--- config.mk ---
export PLATFORM = sky130hd
export DESIGN_NAME = video_gate_array_registers
export DESIGN_NICKNAME = d
export VERILOG_FILES = /design/src/hw/rtl/vgar_pkg.sv /design/src/hw/rtl/vgar_in_reg.sv /design/src/hw/rtl/vgar_core.sv /design/src/hw/rtl/vgar_out_reg.sv /design/src/hw/rtl/video_gate_array_registers.sv
export SDC_FILE = /design/constraint.sdc
export NUM_CORES = 1
export LEC_CHECK = 0
export BUFFER_PORTS_ARGS = -buffer_cell sky130_fd_sc_hd__buf_2
export CAP_MARGIN = 20
export CORE_MARGIN = 4
export CORE_UTILIZATION = 30
export CTS_BUF_LIST = sky130_fd_sc_hd__clkbuf_8 sky130_fd_sc_hd__clkbuf_16
export CTS_CLUSTER_SIZE = 40
export DETAILED_ROUTE_END_ITERATION = 6
export GPL_TIMING_DRIVEN = 1
export SYNTH_ARGS = -nofsm -noshare
export SYNTH_HDL_FRONTEND = slang
export SYNTH_SLANG_ARGS = --single-unit
--- constraint.sdc ---
create_clock -name clk_i -period 6.5 [get_ports clk_i]
set_input_delay 0.975 -clock clk_i [delete_from_list [all_inputs] [get_ports clk_i]]
set_output_delay 0.975 -clock clk_i [all_outputs]
set_load 0.02 [all_outputs]
--- src/hw/rtl/vgar_pkg.sv ---
// shared types, codes and field layout for the video gate array register file
package vgar_pkg;

  // stream widths
  localparam int unsigned S_TDATA_W = 16;
  localparam int unsigned S_TUSER_W = 2;
  localparam int unsigned M_TDATA_W = 104;

  // configuration port
  localparam int unsigned CFG_ADDR_W  = 3;
  localparam int unsigned CFG_DATA_W  = 32;
  localparam int unsigned RAM_BASE_W  = 20;
  localparam logic [CFG_ADDR_W-1:0] REG_RAM_BASE = 3'd0;

  localparam int unsigned PALETTE_ENTRIES = 16;
  localparam int unsigned PAL_IDX_W       = $clog2(PALETTE_ENTRIES);

  localparam logic [RAM_BASE_W-1:0] UNMAPPED_BASE = 20'hA0000;
  localparam logic [15:0]           WIN_SMALL     = 16'h4000;
  localparam logic [15:0]           WIN_LARGE     = 16'h8000;

  typedef enum logic [1:0] {
    CMD_WRITE   = 2'd0,
    CMD_STATUS  = 2'd1,
    CMD_ROW_END = 2'd2,
    CMD_TICK    = 2'd3
  } cmd_e;

  // port offsets
  localparam logic [3:0] PORT_MODE   = 4'd8;
  localparam logic [3:0] PORT_COLOR  = 4'd9;
  localparam logic [3:0] PORT_ADDR   = 4'd10;
  localparam logic [3:0] PORT_DATA   = 4'd14;
  localparam logic [3:0] PORT_PAGE   = 4'd15;

  // array addresses below the palette range
  localparam logic [7:0] ARR_MASK     = 8'd1;
  localparam logic [7:0] ARR_BORDER   = 8'd2;
  localparam logic [7:0] ARR_EXT_MODE = 8'd3;

  // address mode field of a page write
  localparam logic [1:0] PG_AM_ALPHA = 2'd0;
  localparam logic [1:0] PG_AM_LOW   = 2'd1;
  localparam logic [1:0] PG_AM_HIGH  = 2'd3;

  typedef enum logic [1:0] {
    AM_ALPHA    = 2'd0,
    AM_GFX_LOW  = 2'd1,
    AM_GFX_HIGH = 2'd2
  } addr_mode_e;

  localparam logic [2:0] DRAW_TEXT    = 3'd0;
  localparam logic [2:0] DRAW_320X4   = 3'd1;
  localparam logic [2:0] DRAW_640X2   = 3'd2;
  localparam logic [2:0] DRAW_640X4   = 3'd3;
  localparam logic [2:0] DRAW_16COLOR = 3'd4;

  localparam logic [3:0] CHAR_NARROW = 4'd4;
  localparam logic [3:0] CHAR_WIDE   = 4'd8;

  // mode control bits
  localparam int unsigned MB_HI_DOT   = 0;
  localparam int unsigned MB_GRAPHICS = 1;
  localparam int unsigned MB_MONO     = 2;
  localparam int unsigned MB_HI_RES   = 4;
  // extended mode bits
  localparam int unsigned EB_BORDER = 0;
  localparam int unsigned EB_640X4  = 1;
  localparam int unsigned EB_16COL  = 2;

  typedef struct packed {
    cmd_e       cmd;
    logic [3:0] port_offset;
    logic [7:0] write_data;
    logic       display_area;
    logic       vsync;
  } item_t;

  typedef struct packed {
    logic [7:0]            read_data;
    logic [2:0]            draw_mode;
    logic [3:0]            char_width;
    logic [RAM_BASE_W-1:0] crt_base;
    logic [RAM_BASE_W-1:0] cpu_base;
    logic                  window_valid;
    logic [15:0]           window_size;
    addr_mode_e            address_mode;
    logic [15:0]           row_palette;
    logic [3:0]            border_color;
    logic [3:0]            palette_mask;
    logic                  tick_enable;
  } result_t;

  // output tdata layout, lowest bit of each field
  localparam int unsigned OF_READ_DATA = 0;
  localparam int unsigned OF_DRAW_MODE = 8;
  localparam int unsigned OF_CHAR_W    = 11;
  localparam int unsigned OF_CRT_BASE  = 15;
  localparam int unsigned OF_CPU_BASE  = 35;
  localparam int unsigned OF_WIN_VALID = 55;
  localparam int unsigned OF_WIN_SIZE  = 56;
  localparam int unsigned OF_ADDR_MODE = 72;
  localparam int unsigned OF_ROW_PAL   = 74;
  localparam int unsigned OF_BORDER    = 90;
  localparam int unsigned OF_MASK      = 94;
  localparam int unsigned OF_TICK      = 98;

endpackage

--- src/hw/rtl/vgar_in_reg.sv ---
// input register stage for accepted transactions
module vgar_in_reg import vgar_pkg::*; (
  input  logic  clk_i,
  input  logic  rst_ni,
  input  logic  in_valid_i,
  output logic  in_ready_o,
  input  item_t in_item_i,
  output logic  valid_o,
  input  logic  take_i,
  output item_t item_o
);

  logic  valid_q, valid_d;
  item_t item_q;

  assign in_ready_o = !valid_q || take_i;
  assign valid_d    = in_valid_i || (valid_q && !take_i);

  always_ff @(posedge clk_i or negedge rst_ni) begin
    if (!rst_ni) begin
      valid_q <= 1'b0;
    end else if (in_ready_o) begin
      valid_q <= valid_d;
    end
  end

  always_ff @(posedge clk_i) begin
    if (in_valid_i && in_ready_o) begin
      item_q <= in_item_i;
    end
  end

  assign valid_o = valid_q;
  assign item_o  = item_q;

endmodule

--- src/hw/rtl/vgar_core.sv ---
// register state, port decode and result computation
module vgar_core import vgar_pkg::*; (
  input  logic                  clk_i,
  input  logic                  rst_ni,
  input  logic                  fire_i,
  input  item_t                 item_i,
  input  logic [RAM_BASE_W-1:0] ram_base_i,
  output result_t               result_o
);

  logic [5:0]  mode_q, mode_d;
  logic [2:0]  ext_q, ext_d;
  logic [5:0]  color_q, color_d;
  logic [2:0]  crt_page_q, crt_page_d;
  logic [2:0]  cpu_page_q, cpu_page_d;
  addr_mode_e  am_q, am_d;
  logic [7:0]  arr_addr_q, arr_addr_d;
  logic [3:0]  pal_q [PALETTE_ENTRIES];
  logic [3:0]  mask_q, mask_d;
  logic [3:0]  border_q, border_d;
  logic [15:0] row_pal_q, row_pal_d;
  logic        div_q, div_d;
  logic        pal_we;
  logic        tick;
  logic [7:0]  rd;
  logic [3:0]  entry0;
  logic        mono;
  logic        is_write;

  assign is_write = (item_i.cmd == CMD_WRITE);
  assign mono     = color_q[5] & ~mode_q[MB_MONO] | mode_q[MB_MONO];

  always_comb begin
    mode_d     = mode_q;
    ext_d      = ext_q;
    color_d    = color_q;
    crt_page_d = crt_page_q;
    cpu_page_d = cpu_page_q;
    am_d       = am_q;
    arr_addr_d = arr_addr_q;
    mask_d     = mask_q;
    border_d   = border_q;
    row_pal_d  = row_pal_q;
    div_d      = div_q;
    pal_we     = 1'b0;
    tick       = 1'b0;
    rd         = 8'd0;
    entry0     = ext_q[EB_BORDER] ? border_q : color_q[3:0];
    case (item_i.cmd)
      CMD_WRITE: begin
        case (item_i.port_offset)
          PORT_MODE:  mode_d     = item_i.write_data[5:0];
          PORT_COLOR: color_d    = item_i.write_data[5:0];
          PORT_ADDR:  arr_addr_d = item_i.write_data;
          PORT_DATA: begin
            if (arr_addr_q[4]) begin
              pal_we = 1'b1;
            end else if (arr_addr_q == ARR_MASK) begin
              mask_d = item_i.write_data[3:0];
            end else if (arr_addr_q == ARR_BORDER) begin
              border_d = item_i.write_data[3:0];
            end else if (arr_addr_q == ARR_EXT_MODE) begin
              ext_d = item_i.write_data[4:2];
            end
          end
          PORT_PAGE: begin
            crt_page_d = item_i.write_data[2:0];
            cpu_page_d = item_i.write_data[5:3];
            // graphics with the high dot clock pairs pages
            if (mode_q[MB_GRAPHICS] && mode_q[MB_HI_DOT]) begin
              crt_page_d[0] = 1'b0;
            end
            case (item_i.write_data[7:6])
              PG_AM_ALPHA: am_d = AM_ALPHA;
              PG_AM_LOW:   am_d = AM_GFX_LOW;
              PG_AM_HIGH:  am_d = AM_GFX_HIGH;
              default:     am_d = am_q;
            endcase
          end
          default: ;
        endcase
      end
      CMD_STATUS: begin
        if (item_i.port_offset == PORT_ADDR) begin
          rd = {4'd0, item_i.vsync, 1'b1, 1'b0, ~item_i.display_area};
        end
      end
      CMD_ROW_END: begin
        row_pal_d[3:0] = entry0;
        for (int i = 1; i < 4; i++) begin
          row_pal_d[4*i +: 4] = {color_q[4], 2'(i), mono & (~mode_q[MB_MONO] | 1'(i))};
        end
      end
      CMD_TICK: begin
        if (mode_q[MB_HI_DOT]) begin
          tick = 1'b1;
        end else begin
          div_d = ~div_q;
          tick  = div_q;
        end
      end
      default: ;
    endcase
  end

  always_ff @(posedge clk_i or negedge rst_ni) begin
    if (!rst_ni) begin
      mode_q     <= '0;
      ext_q      <= '0;
      color_q    <= '0;
      crt_page_q <= '0;
      cpu_page_q <= '0;
      am_q       <= AM_ALPHA;
      arr_addr_q <= '0;
      mask_q     <= '0;
      border_q   <= '0;
      row_pal_q  <= '0;
      div_q      <= 1'b0;
    end else if (fire_i) begin
      mode_q     <= mode_d;
      ext_q      <= ext_d;
      color_q    <= color_d;
      crt_page_q <= crt_page_d;
      cpu_page_q <= cpu_page_d;
      am_q       <= am_d;
      arr_addr_q <= arr_addr_d;
      mask_q     <= mask_d;
      border_q   <= border_d;
      row_pal_q  <= row_pal_d;
      div_q      <= div_d;
    end
  end

  // palette registers, written through the data port; no output of this block reads them
  always_ff @(posedge clk_i or negedge rst_ni) begin
    if (!rst_ni) begin
      for (int i = 0; i < PALETTE_ENTRIES; i++) begin
        pal_q[i] <= '0;
      end
    end else if (fire_i && is_write && pal_we) begin
      pal_q[arr_addr_q[PAL_IDX_W-1:0]] <= item_i.write_data[3:0];
    end
  end

  // result reflects the state after this transaction
  always_comb begin
    result_o.read_data = rd;
    if (!mode_d[MB_GRAPHICS]) begin
      result_o.draw_mode = DRAW_TEXT;
    end else if (mode_d[MB_HI_RES]) begin
      result_o.draw_mode = ext_d[EB_640X4] ? DRAW_640X4 : DRAW_640X2;
    end else begin
      result_o.draw_mode = ext_d[EB_16COL] ? DRAW_16COLOR : DRAW_320X4;
    end
    result_o.char_width   = ext_d[EB_16COL] ? CHAR_NARROW : CHAR_WIDE;
    result_o.crt_base     = ram_base_i + {3'd0, crt_page_d, 14'd0};
    result_o.cpu_base     = ram_base_i + {3'd0, cpu_page_d, 14'd0};
    result_o.window_valid = (ram_base_i != UNMAPPED_BASE);
    result_o.window_size  = cpu_page_d[0] ? WIN_SMALL : WIN_LARGE;
    result_o.address_mode = am_d;
    result_o.row_palette  = row_pal_d;
    result_o.border_color = border_d;
    result_o.palette_mask = mask_d;
    result_o.tick_enable  = tick;
  end

endmodule

--- src/hw/rtl/vgar_out_reg.sv ---
// result register toward the master stream
module vgar_out_reg import vgar_pkg::*; (
  input  logic    clk_i,
  input  logic    rst_ni,
  input  logic    load_valid_i,
  output logic    load_ready_o,
  input  result_t result_i,
  output logic    valid_o,
  input  logic    ready_i,
  output result_t result_o
);

  logic    valid_q;
  result_t result_q;

  assign load_ready_o = !valid_q || ready_i;

  always_ff @(posedge clk_i or negedge rst_ni) begin
    if (!rst_ni) begin
      valid_q <= 1'b0;
    end else if (load_ready_o) begin
      valid_q <= load_valid_i;
    end
  end

  always_ff @(posedge clk_i) begin
    if (load_valid_i && load_ready_o) begin
      result_q <= result_i;
    end
  end

  assign valid_o  = valid_q;
  assign result_o = result_q;

endmodule

--- src/hw/rtl/video_gate_array_registers.sv ---
// top level of the video gate array register file
//
// One transaction on the slave stream is a port write, a status read, an
// end-of-row event or a dot-clock tick; each gives exactly one result
// transaction carrying the status byte, the decoded display setup and the
// tick enable. A transaction enters the input register, is decoded against
// the register state combinationally and lands in the result register, so the
// block takes one transaction per cycle while the master side does not stall,
// and the result register offers the result on the master stream. A stalled
// master side holds the result register and, through it, the input register.
// The video RAM base is set over the APB port at byte address 0 and should
// only change while the stream is idle.
module video_gate_array_registers import vgar_pkg::*; (
  input  logic                  clk_i,
  input  logic                  rst_ni,
  // slave stream
  input  logic                  s_axis_tvalid,
  output logic                  s_axis_tready,
  // port_offset[3:0], write_data[11:4], display_area[12], vsync[13]
  input  logic [S_TDATA_W-1:0]  s_axis_tdata,
  // cmd[1:0]
  input  logic [S_TUSER_W-1:0]  s_axis_tuser,
  // master stream
  output logic                  m_axis_tvalid,
  input  logic                  m_axis_tready,
  // read_data[7:0], draw_mode[10:8], char_width[14:11], crt_base[34:15],
  // cpu_base[54:35], window_valid[55], window_size[71:56],
  // address_mode[73:72], row_palette[89:74], border_color[93:90],
  // palette_mask[97:94], tick_enable[98]
  output logic [M_TDATA_W-1:0]  m_axis_tdata,
  // configuration
  input  logic                  psel,
  input  logic                  penable,
  input  logic                  pwrite,
  input  logic [CFG_ADDR_W-1:0] paddr,
  input  logic [CFG_DATA_W-1:0] pwdata,
  output logic [CFG_DATA_W-1:0] prdata,
  output logic                  pready
);

  logic                  base_sel;
  logic [RAM_BASE_W-1:0] ram_base_q;
  item_t                 s_item;
  item_t                 cur_item;
  logic                  cur_valid;
  logic                  out_ready;
  logic                  fire;
  result_t               core_res;
  result_t               out_res;

  assign pready = 1'b1;

  always_ff @(posedge clk_i or negedge rst_ni) begin
    if (!rst_ni) begin
      ram_base_q <= '0;
    end else if (psel && penable && pwrite && pready && (paddr == REG_RAM_BASE)) begin
      ram_base_q <= pwdata[RAM_BASE_W-1:0];
    end
  end

  // read decode for the base register
  assign base_sel = (paddr == REG_RAM_BASE);
  assign prdata = base_sel ? {{(CFG_DATA_W-RAM_BASE_W){1'b0}}, ram_base_q} : '0;

  assign s_item.cmd          = cmd_e'(s_axis_tuser);
  assign s_item.port_offset  = s_axis_tdata[3:0];
  assign s_item.write_data   = s_axis_tdata[11:4];
  assign s_item.display_area = s_axis_tdata[12];
  assign s_item.vsync        = s_axis_tdata[13];

  assign fire = cur_valid && out_ready;

  vgar_in_reg u_in (
    .clk_i      (clk_i),
    .rst_ni     (rst_ni),
    .in_valid_i (s_axis_tvalid),
    .in_ready_o (s_axis_tready),
    .in_item_i  (s_item),
    .valid_o    (cur_valid),
    .take_i     (fire),
    .item_o     (cur_item)
  );

  vgar_core u_core (
    .clk_i      (clk_i),
    .rst_ni     (rst_ni),
    .fire_i     (fire),
    .item_i     (cur_item),
    .ram_base_i (ram_base_q),
    .result_o   (core_res)
  );

  vgar_out_reg u_out (
    .clk_i        (clk_i),
    .rst_ni       (rst_ni),
    .load_valid_i (cur_valid),
    .load_ready_o (out_ready),
    .result_i     (core_res),
    .valid_o      (m_axis_tvalid),
    .ready_i      (m_axis_tready),
    .result_o     (out_res)
  );

  assign m_axis_tdata = {5'd0,
                         out_res.tick_enable,
                         out_res.palette_mask,
                         out_res.border_color,
                         out_res.row_palette,
                         out_res.address_mode,
                         out_res.window_size,
                         out_res.window_valid,
                         out_res.cpu_base,
                         out_res.crt_base,
                         out_res.char_width,
                         out_res.draw_mode,
                         out_res.read_data};

endmodule

==> results of run 1 <==
cells in the final DEF, fill, tap and decap left out, types with 3 or more instances in the layout:
cell type / Yosys / routed
ha_1: 8 / 8
nor2_1: 9 / 9
mux2_2: 55 / 55
mux2_4: 8 / 8
xor2_1: 3 / 3
clkbuf_16: 0 / 18
nand4_1: 3 / 3
inv_1: 12 / 11
nor2b_1: 7 / 7
nand2_1: 46 / 46
buf_2: 6 / 144
clkbuf_8: 0 / 3
xnor2_1: 6 / 6
nand2b_1: 11 / 11
clkinvlp_4: 0 / 3
and2_1: 28 / 28
dfrtp_1: 76 / 76
conb_1: 2 / 39
edfxtp_1: 80 / 80
nor4_1: 3 / 3
buf_4: 53 / 3
mux2i_1: 10 / 10
nand3_1: 8 / 8
o21ai_0: 17 / 17
a21oi_1: 6 / 6
metrics by stage:
step | worst slack, ns | utilization, % | cell area, µm²
finish | 3.28 | 36.7 | 8270
global route | 3.02 | 36.7 | 8270
CTS | 3.21 | 36.5 | 8250
detailed placement | 2.98 | 33.8 | 7630
global placement | 3.00 | 33.8 | 7630
floorplan | 2.93 | - | 7010
area by class of cell:
class                      instances  area share, %
timing repair buffer             148           9.31
tap                              285           4.31
clock inverter                    11           1.56
clock buffer                      21           5.94
multi-input combinational        297           26.3
sequential                       156           52.0
inverter                          12          0.544
registers in the layout (all words and copies together) (netlist names):
name               flops
u_core.arr_addr_q      8
u_core.ext_q           3
u_in.item_o           16
u_core.am_q            2
u_core.mode_q          4
u_core.crt_page_q      3
u_out.valid_o          1
u_core.div_q           1
u_core.color_q         6
u_core.border_q        4
ram_base_q            20
u_core.row_pal_q      16
u_core.mask_q          4
u_core.cpu_page_q      3
u_in.valid_o           1
u_out.result_o        64
logic make-up (layout without fill, tap and decap cells):
logic type      after synthesis  in the layout  synth area share (%)
compound gates               29             29                  2.31
fa+ha+maj                    10             10                  2.04
xor+xnor                      9              9                  1.15
flops                       156            156                  62.7
buf+inv                      84            192                  7.71
mux                          73             73                  12.2
other cells                   2             39                 0.109
simple gates                137            137                  11.8
worst reg2reg max path: cells and delay by family (launching register included):
kind | cells | cell delay [ns]
flops | 1 | 0.51
simple gates | 5 | 0.96
xor+xnor | 1 | 0.15
fa+ha+maj | 2 | 0.57
compound gates | 1 | 0.10
buf+inv | 2 | 0.27
how the worst min path moves through the flow:
stage / startpoint / to / slack (ns) / cells after the start
detailed placement: u_core.row_pal_q[14] / u_core.row_pal_q[14] / 0.45 / 1
global placement: u_core.row_pal_q[14] / u_core.row_pal_q[14] / 0.44 / 1
CTS: u_core.row_pal_q[14] / u_core.row_pal_q[14] / 0.46 / 1
global route: u_core.row_pal_q[13] / u_core.row_pal_q[13] / 0.49 / 1
floorplan: u_core.row_pal_q[10] / u_core.row_pal_q[10] / 0.42 / 1
finish: u_core.row_pal_q[14] / u_core.row_pal_q[14] / 0.46 / 1
layer usage:
metal / share of wire, % / global-route usage, % / vias up / wire (µm)
met2: 47 / 17.9 / 131 / 6670
li1: - / - / 1911 / -
met4: 1.0 / 3.31 / 0 / 147
met3: 6.6 / 3.83 / 12 / 948
met1: 46 / 14.9 / 1898 / 6570
met5: 0 / 0 / - / 0
power breakdown:
part / total (µW) / internal [µW] / switching, µW
sequential: 1260 / 1180 / 85.3
combinational: 365 / 140 / 225
clock: 1030 / 623 / 405
==> results.json, run 1 <==
{
  "max_clock_freq_ghz": 0.310,
  "ys_top_cells_by_count": "80 x edfxtp_1, 76 x dfrtp_1, 55 x mux2_2, 53 x buf_4, 46 x nand2_1",
  "area_growth_pct": 20.5,
  "drv_slew": 0,
  "rsz0062_at_grt": "no",
  "grt_overflow_total": 0,
  "yosys_warnings": 0,
  "min_path_type": "reg2reg",
  "finalSetupViolCount": 0,
  "final.period_utilization_pct": 49.6,
  "synth_top_area_share_pct": 35.0,
  "synth-edff-count": 80,
  "grt_pass1_wl_um": 22400,
  "drive_gt1_share_pct": 38.9,
  "grt_pass1_vias": 3967,
  "dpl.cell_count": 897,
  "slowest_delay_ns": 0.76,
  "path_clk_slew_ns": 0.06,
  "yosys.area.top_type": "edfxtp_1",
  "ys_top_cells_by_area": "edfxtp_1 35%, dfrtp_1 28%, mux2_2 9.0%, buf_4 5.8%, and2_1 2.6%",
  "nNetsFinal": 702,
  "cts_root_buffer": "clkbuf_16",
  "num_vias": 3952,
  "num_io_pins": 199,
  "cpMostUsedCell": "buf_2",
  "firstDrtPassIters": 4,
  "avgSynthCellArea_um2": 13.7,
  "n_fill_cell": 2222,
  "critPathBufInv": 2,
  "crit_end": "prdata[13]",
  "min_period_ns": 3.22,
  "grt_max_degree": 77,
  "routed_wl_um": 14300,
  "cp.depth": 4,
  "start_util_pct": 30.4,
  "antenna_left": 0,
  "cp-start-kind": "input port",
  "port-buffer-count": 145,
  "drt-initial-drc-count": 189,
  "path_max_fanout": 21,
  "rr_endpoint": "u_out.result_o[82]",
  "leakage_uw": 0.00377,
  "instances_no_fill": 930,
  "status": "finished, final reports clean",
  "cts.sinks": 156,
  "power.density_mw_per_mm2": 321,
  "hold_violations": 0,
  "cts_tree": "done",
  "syn-instance-count": 500,
  "clk_latency_ns": 0.42,
  "synth-seq-cells": 156,
  "cp-end-kind": "primary output",
  "cp_slowest_cell": "nor3_2",
  "relSlewSlack_pct": 37.2,
  "yosysMostFrequentCell": "edfxtp_1",
  "r2r_cells": 11,
  "yosysSeqAreaShare_pct": 62.7,
  "critPathRequiredTime_ns": 5.52,
  "synth_ff_type": "edfxtp_1",
  "place_congestion": 0.743,
  "multi_input_area_mm2": 0.00218,
  "cts_resized": 0,
  "fin_skew_ns": 0.00814,
  "die_y_um": 159,
  "vias_per_cell": 4.25,
  "die_area_mm2": 0.0254,
  "r2r-start": "u_in.item_o[15]",
  "num_rows": 55,
  "p_total_uw": 2660,
  "cp_top_family": "simple AND/OR/NAND/NOR gates",
  "h-tree-depth": 4,
  "dp_hpwl_um": 10200,
  "fin_hold_ws_ns": 0.462,
  "antenna_cells": 0,
  "coreArea_mm2": 0.0226,
  "ff2ff_setup_slack_ns": 3.68,
  "async_flop_share_pct": 48.7,
  "critPathArrivalTime_ns": 2.25,
  "track_usage_pct": 11.3,
  "numCtsBuffers": 17,
  "hold_buffers": 0,
  "clockBufferDepth": 2,
  "grt_antenna_before_repair": 0,
  "die_w_um": 159,
  "worst_slew_pin_slew_ns": 0.942,
  "drc_errors": 0,
  "drv_cap": 0,
  "cts_setup_buffers": 0,
  "vdd_drop_max_uv": 149,
  "fin_setup_tns_ns": 0,
  "synth_area_mm2": 0.00687,
  "ff_latch_area_mm2": 0.00430,
  "path_cells": "buf_2, nor3_2, and2_1, buf_2",
  "crit_type": "in2out",
  "yosysUniqueCellTypes": 46,
  "startpoint": "paddr[1]",
  "wl_per_cell_um": 15.4
}
No activity file was read; power rests on OpenSTA's default activity.
==> run 2: changes to the inputs <==
==> constraint.sdc (replaced) <==
create_clock -name clk_i -period 2.66 [get_ports clk_i]
set_input_delay 0.399 -clock clk_i [delete_from_list [all_inputs] [get_ports clk_i]]
set_output_delay 0.399 -clock clk_i [all_outputs]
set_load 0.02 [all_outputs]
==> run 2 against run 1 <==
Net effect: flip-flop and latch count is the same; cell area grew 1.0%; first-iteration DRC count shrank 15%; total power grew 140%; global-route usage is essentially flat; clock power grew 120%; routed wire length shrank 0.66%; count of clock-buffer cells in the layout shrank 2; sequential power grew 140%; setup slack lost 3.0 ns; non-clock buffer count grew 14; largest cell class unchanged.
==> results.json, run 2 (same netlist as run 1, synthesis figures left out) <==
{
  "cts.sinks": 156,
  "critPathArrivalTime_ns": 2.59,
  "track_usage_pct": 11.4,
  "slowest_delay_ns": 0.41,
  "fin_setup_tns_ns": 0,
  "crit_type": "reg2reg",
  "grt_overflow_total": 0,
  "antenna_cells": 0,
  "power.density_mw_per_mm2": 754,
  "worst_slew_pin_slew_ns": 0.741,
  "die_w_um": 159,
  "clockBufferDepth": 2,
  "num_io_pins": 199,
  "cpMostUsedCell": "inv_1",
  "cts_root_buffer": "clkbuf_16",
  "antenna_left": 0,
  "vias_per_cell": 4.26,
  "dp_hpwl_um": 10300,
  "h-tree-depth": 4,
  "fin_skew_ns": 0.0112,
  "drv_cap": 0,
  "path_clk_slew_ns": 0.07,
  "layout_commonest_cell": "buf_2",
  "die_area_mm2": 0.0254,
  "num_vias": 4022,
  "critPathRequiredTime_ns": 2.83,
  "drive_gt1_share_pct": 40.7,
  "finalSetupViolCount": 0,
  "layout_common_cells": "144 x buf_2, 80 x edfxtp_1, 76 x dfrtp_1",
  "cp-end-kind": "register",
  "wl_per_cell_um": 15.1,
  "cp_top_family": "adder cells",
  "status": "finished, final reports clean",
  "drc_errors": 0,
  "min_path_type": "in2reg",
  "relSlewSlack_pct": 50.6,
  "start_util_pct": 30.4,
  "critPathBufInv": 3,
  "hold_violations": 0,
  "leakage_uw": 0.00381,
  "drv_slew": 0,
  "nNetsFinal": 716,
  "cp_slowest_cell": "edfxtp_1",
  "area_growth_pct": 21.7,
  "grt_pass1_wl_um": 22400,
  "cts_tree": "done",
  "port-buffer-count": 145,
  "min_period_ns": 2.42,
  "numCtsBuffers": 17,
  "firstDrtPassIters": 5,
  "rsz0062_at_grt": "no",
  "drt-initial-drc-count": 161,
  "grt_max_degree": 77,
  "coreArea_mm2": 0.0226,
  "dpl_worst_slack_ns": 0.194,
  "clk_latency_ns": 0.42,
  "die_y_um": 159,
  "grt_antenna_before_repair": 0,
  "path_max_fanout": 4,
  "grt_pass1_vias": 3979,
  "place_congestion": 0.765,
  "num_rows": 55,
  "routed_wl_um": 14200,
  "largest_register_ffs": 64,
  "vdd_drop_max_uv": 447,
  "final.period_utilization_pct": 91.0,
  "setup_ws_ns": 0.240,
  "path_cells": "nor4bb_2, buf_4, nand2_1, mux2i_1, inv_1, ha_1, inv_1, fa_1, nor2b_1, o21ai_0, xnor2_1",
  "max_clock_freq_ghz": 0.413,
  "cp-start-kind": "register"
}
-- run 2: changes by cell type in the layout (fill, tap and decap cells not counted), sizes merged --
cell,previous run,this run
inv,15,17
clkbuf,21,19
clkinv,3,4
dlygate4sd3,0,1
clkinvlp,3,4
bufinv,2,0
buf,148,161
-- run 2: layer usage --
layer	global-route usage, %	routed length, µm
met5	0	0
met4	3.39	122
met3	4.01	941
met2	17.5	6600
met1	15.2	6580
-- run 2: final timing paths --
path,startpoint,end,slack (ns),depth (start not counted)
min reg2reg,u_core.row_pal_q[13],u_core.row_pal_q[13],0.46,1
max reg2reg,u_in.item_o[14],u_out.result_o[62],0.24,11
min,s_axis_tdata[3],u_in.item_o[13],0.15,1
max,u_in.item_o[14],u_out.result_o[62],0.24,11
min in group asynchronous,rst_ni,u_core.row_pal_q[6],0.46,2
max in group asynchronous,rst_ni,u_core.arr_addr_q[3],1.62,3
-- run 2: stage by stage --
| stage | area, µm² | utilization [%] | cells | hold WS, ns | power, µW |
|---|---|---|---|---|---|
| 6_report | 8360 | 37.0 | 944 | 0.146 | 6300 |
| 5_1_grt | 8360 | 37.0 | 944 | 0.119 | 6630 |
| 3_3_place_gp | 7740 | 34.3 | 909 | 0.441 | 4040 |
| 2_1_floorplan | 7010 | - | 537 | 0.103 | 3780 |
| 4_1_cts | 8300 | 36.8 | 941 | 0.122 | 6400 |
| 3_5_place_dp | 7740 | 34.3 | 909 | 0.446 | 4060 |
-- run 2: final cells by class --
cell class                 instances  area (µm²)
multi-input combinational        297        2190
clock buffer                      19         464
clock inverter                    13         103
sequential                       156        4300
tap                              285         357
fill                            2198       14200
timing repair buffer             162         891
inverter                          12        48.8
-- run 2: timing repair --
action                                  4_1_cts  5_1_grt
buffers inserted                              0        1
endpoints found under the hold margin         0       28
hold buffers                                  0        1
endpoints found under the setup margin        0        1
gates resized for setup                       0        2
-- run 2: report_power, final --
part           internal (µW)  switching [µW]
Combinational            361             556
Sequential              2880             202
Clock                   1290            1010
Total                   4530            1770
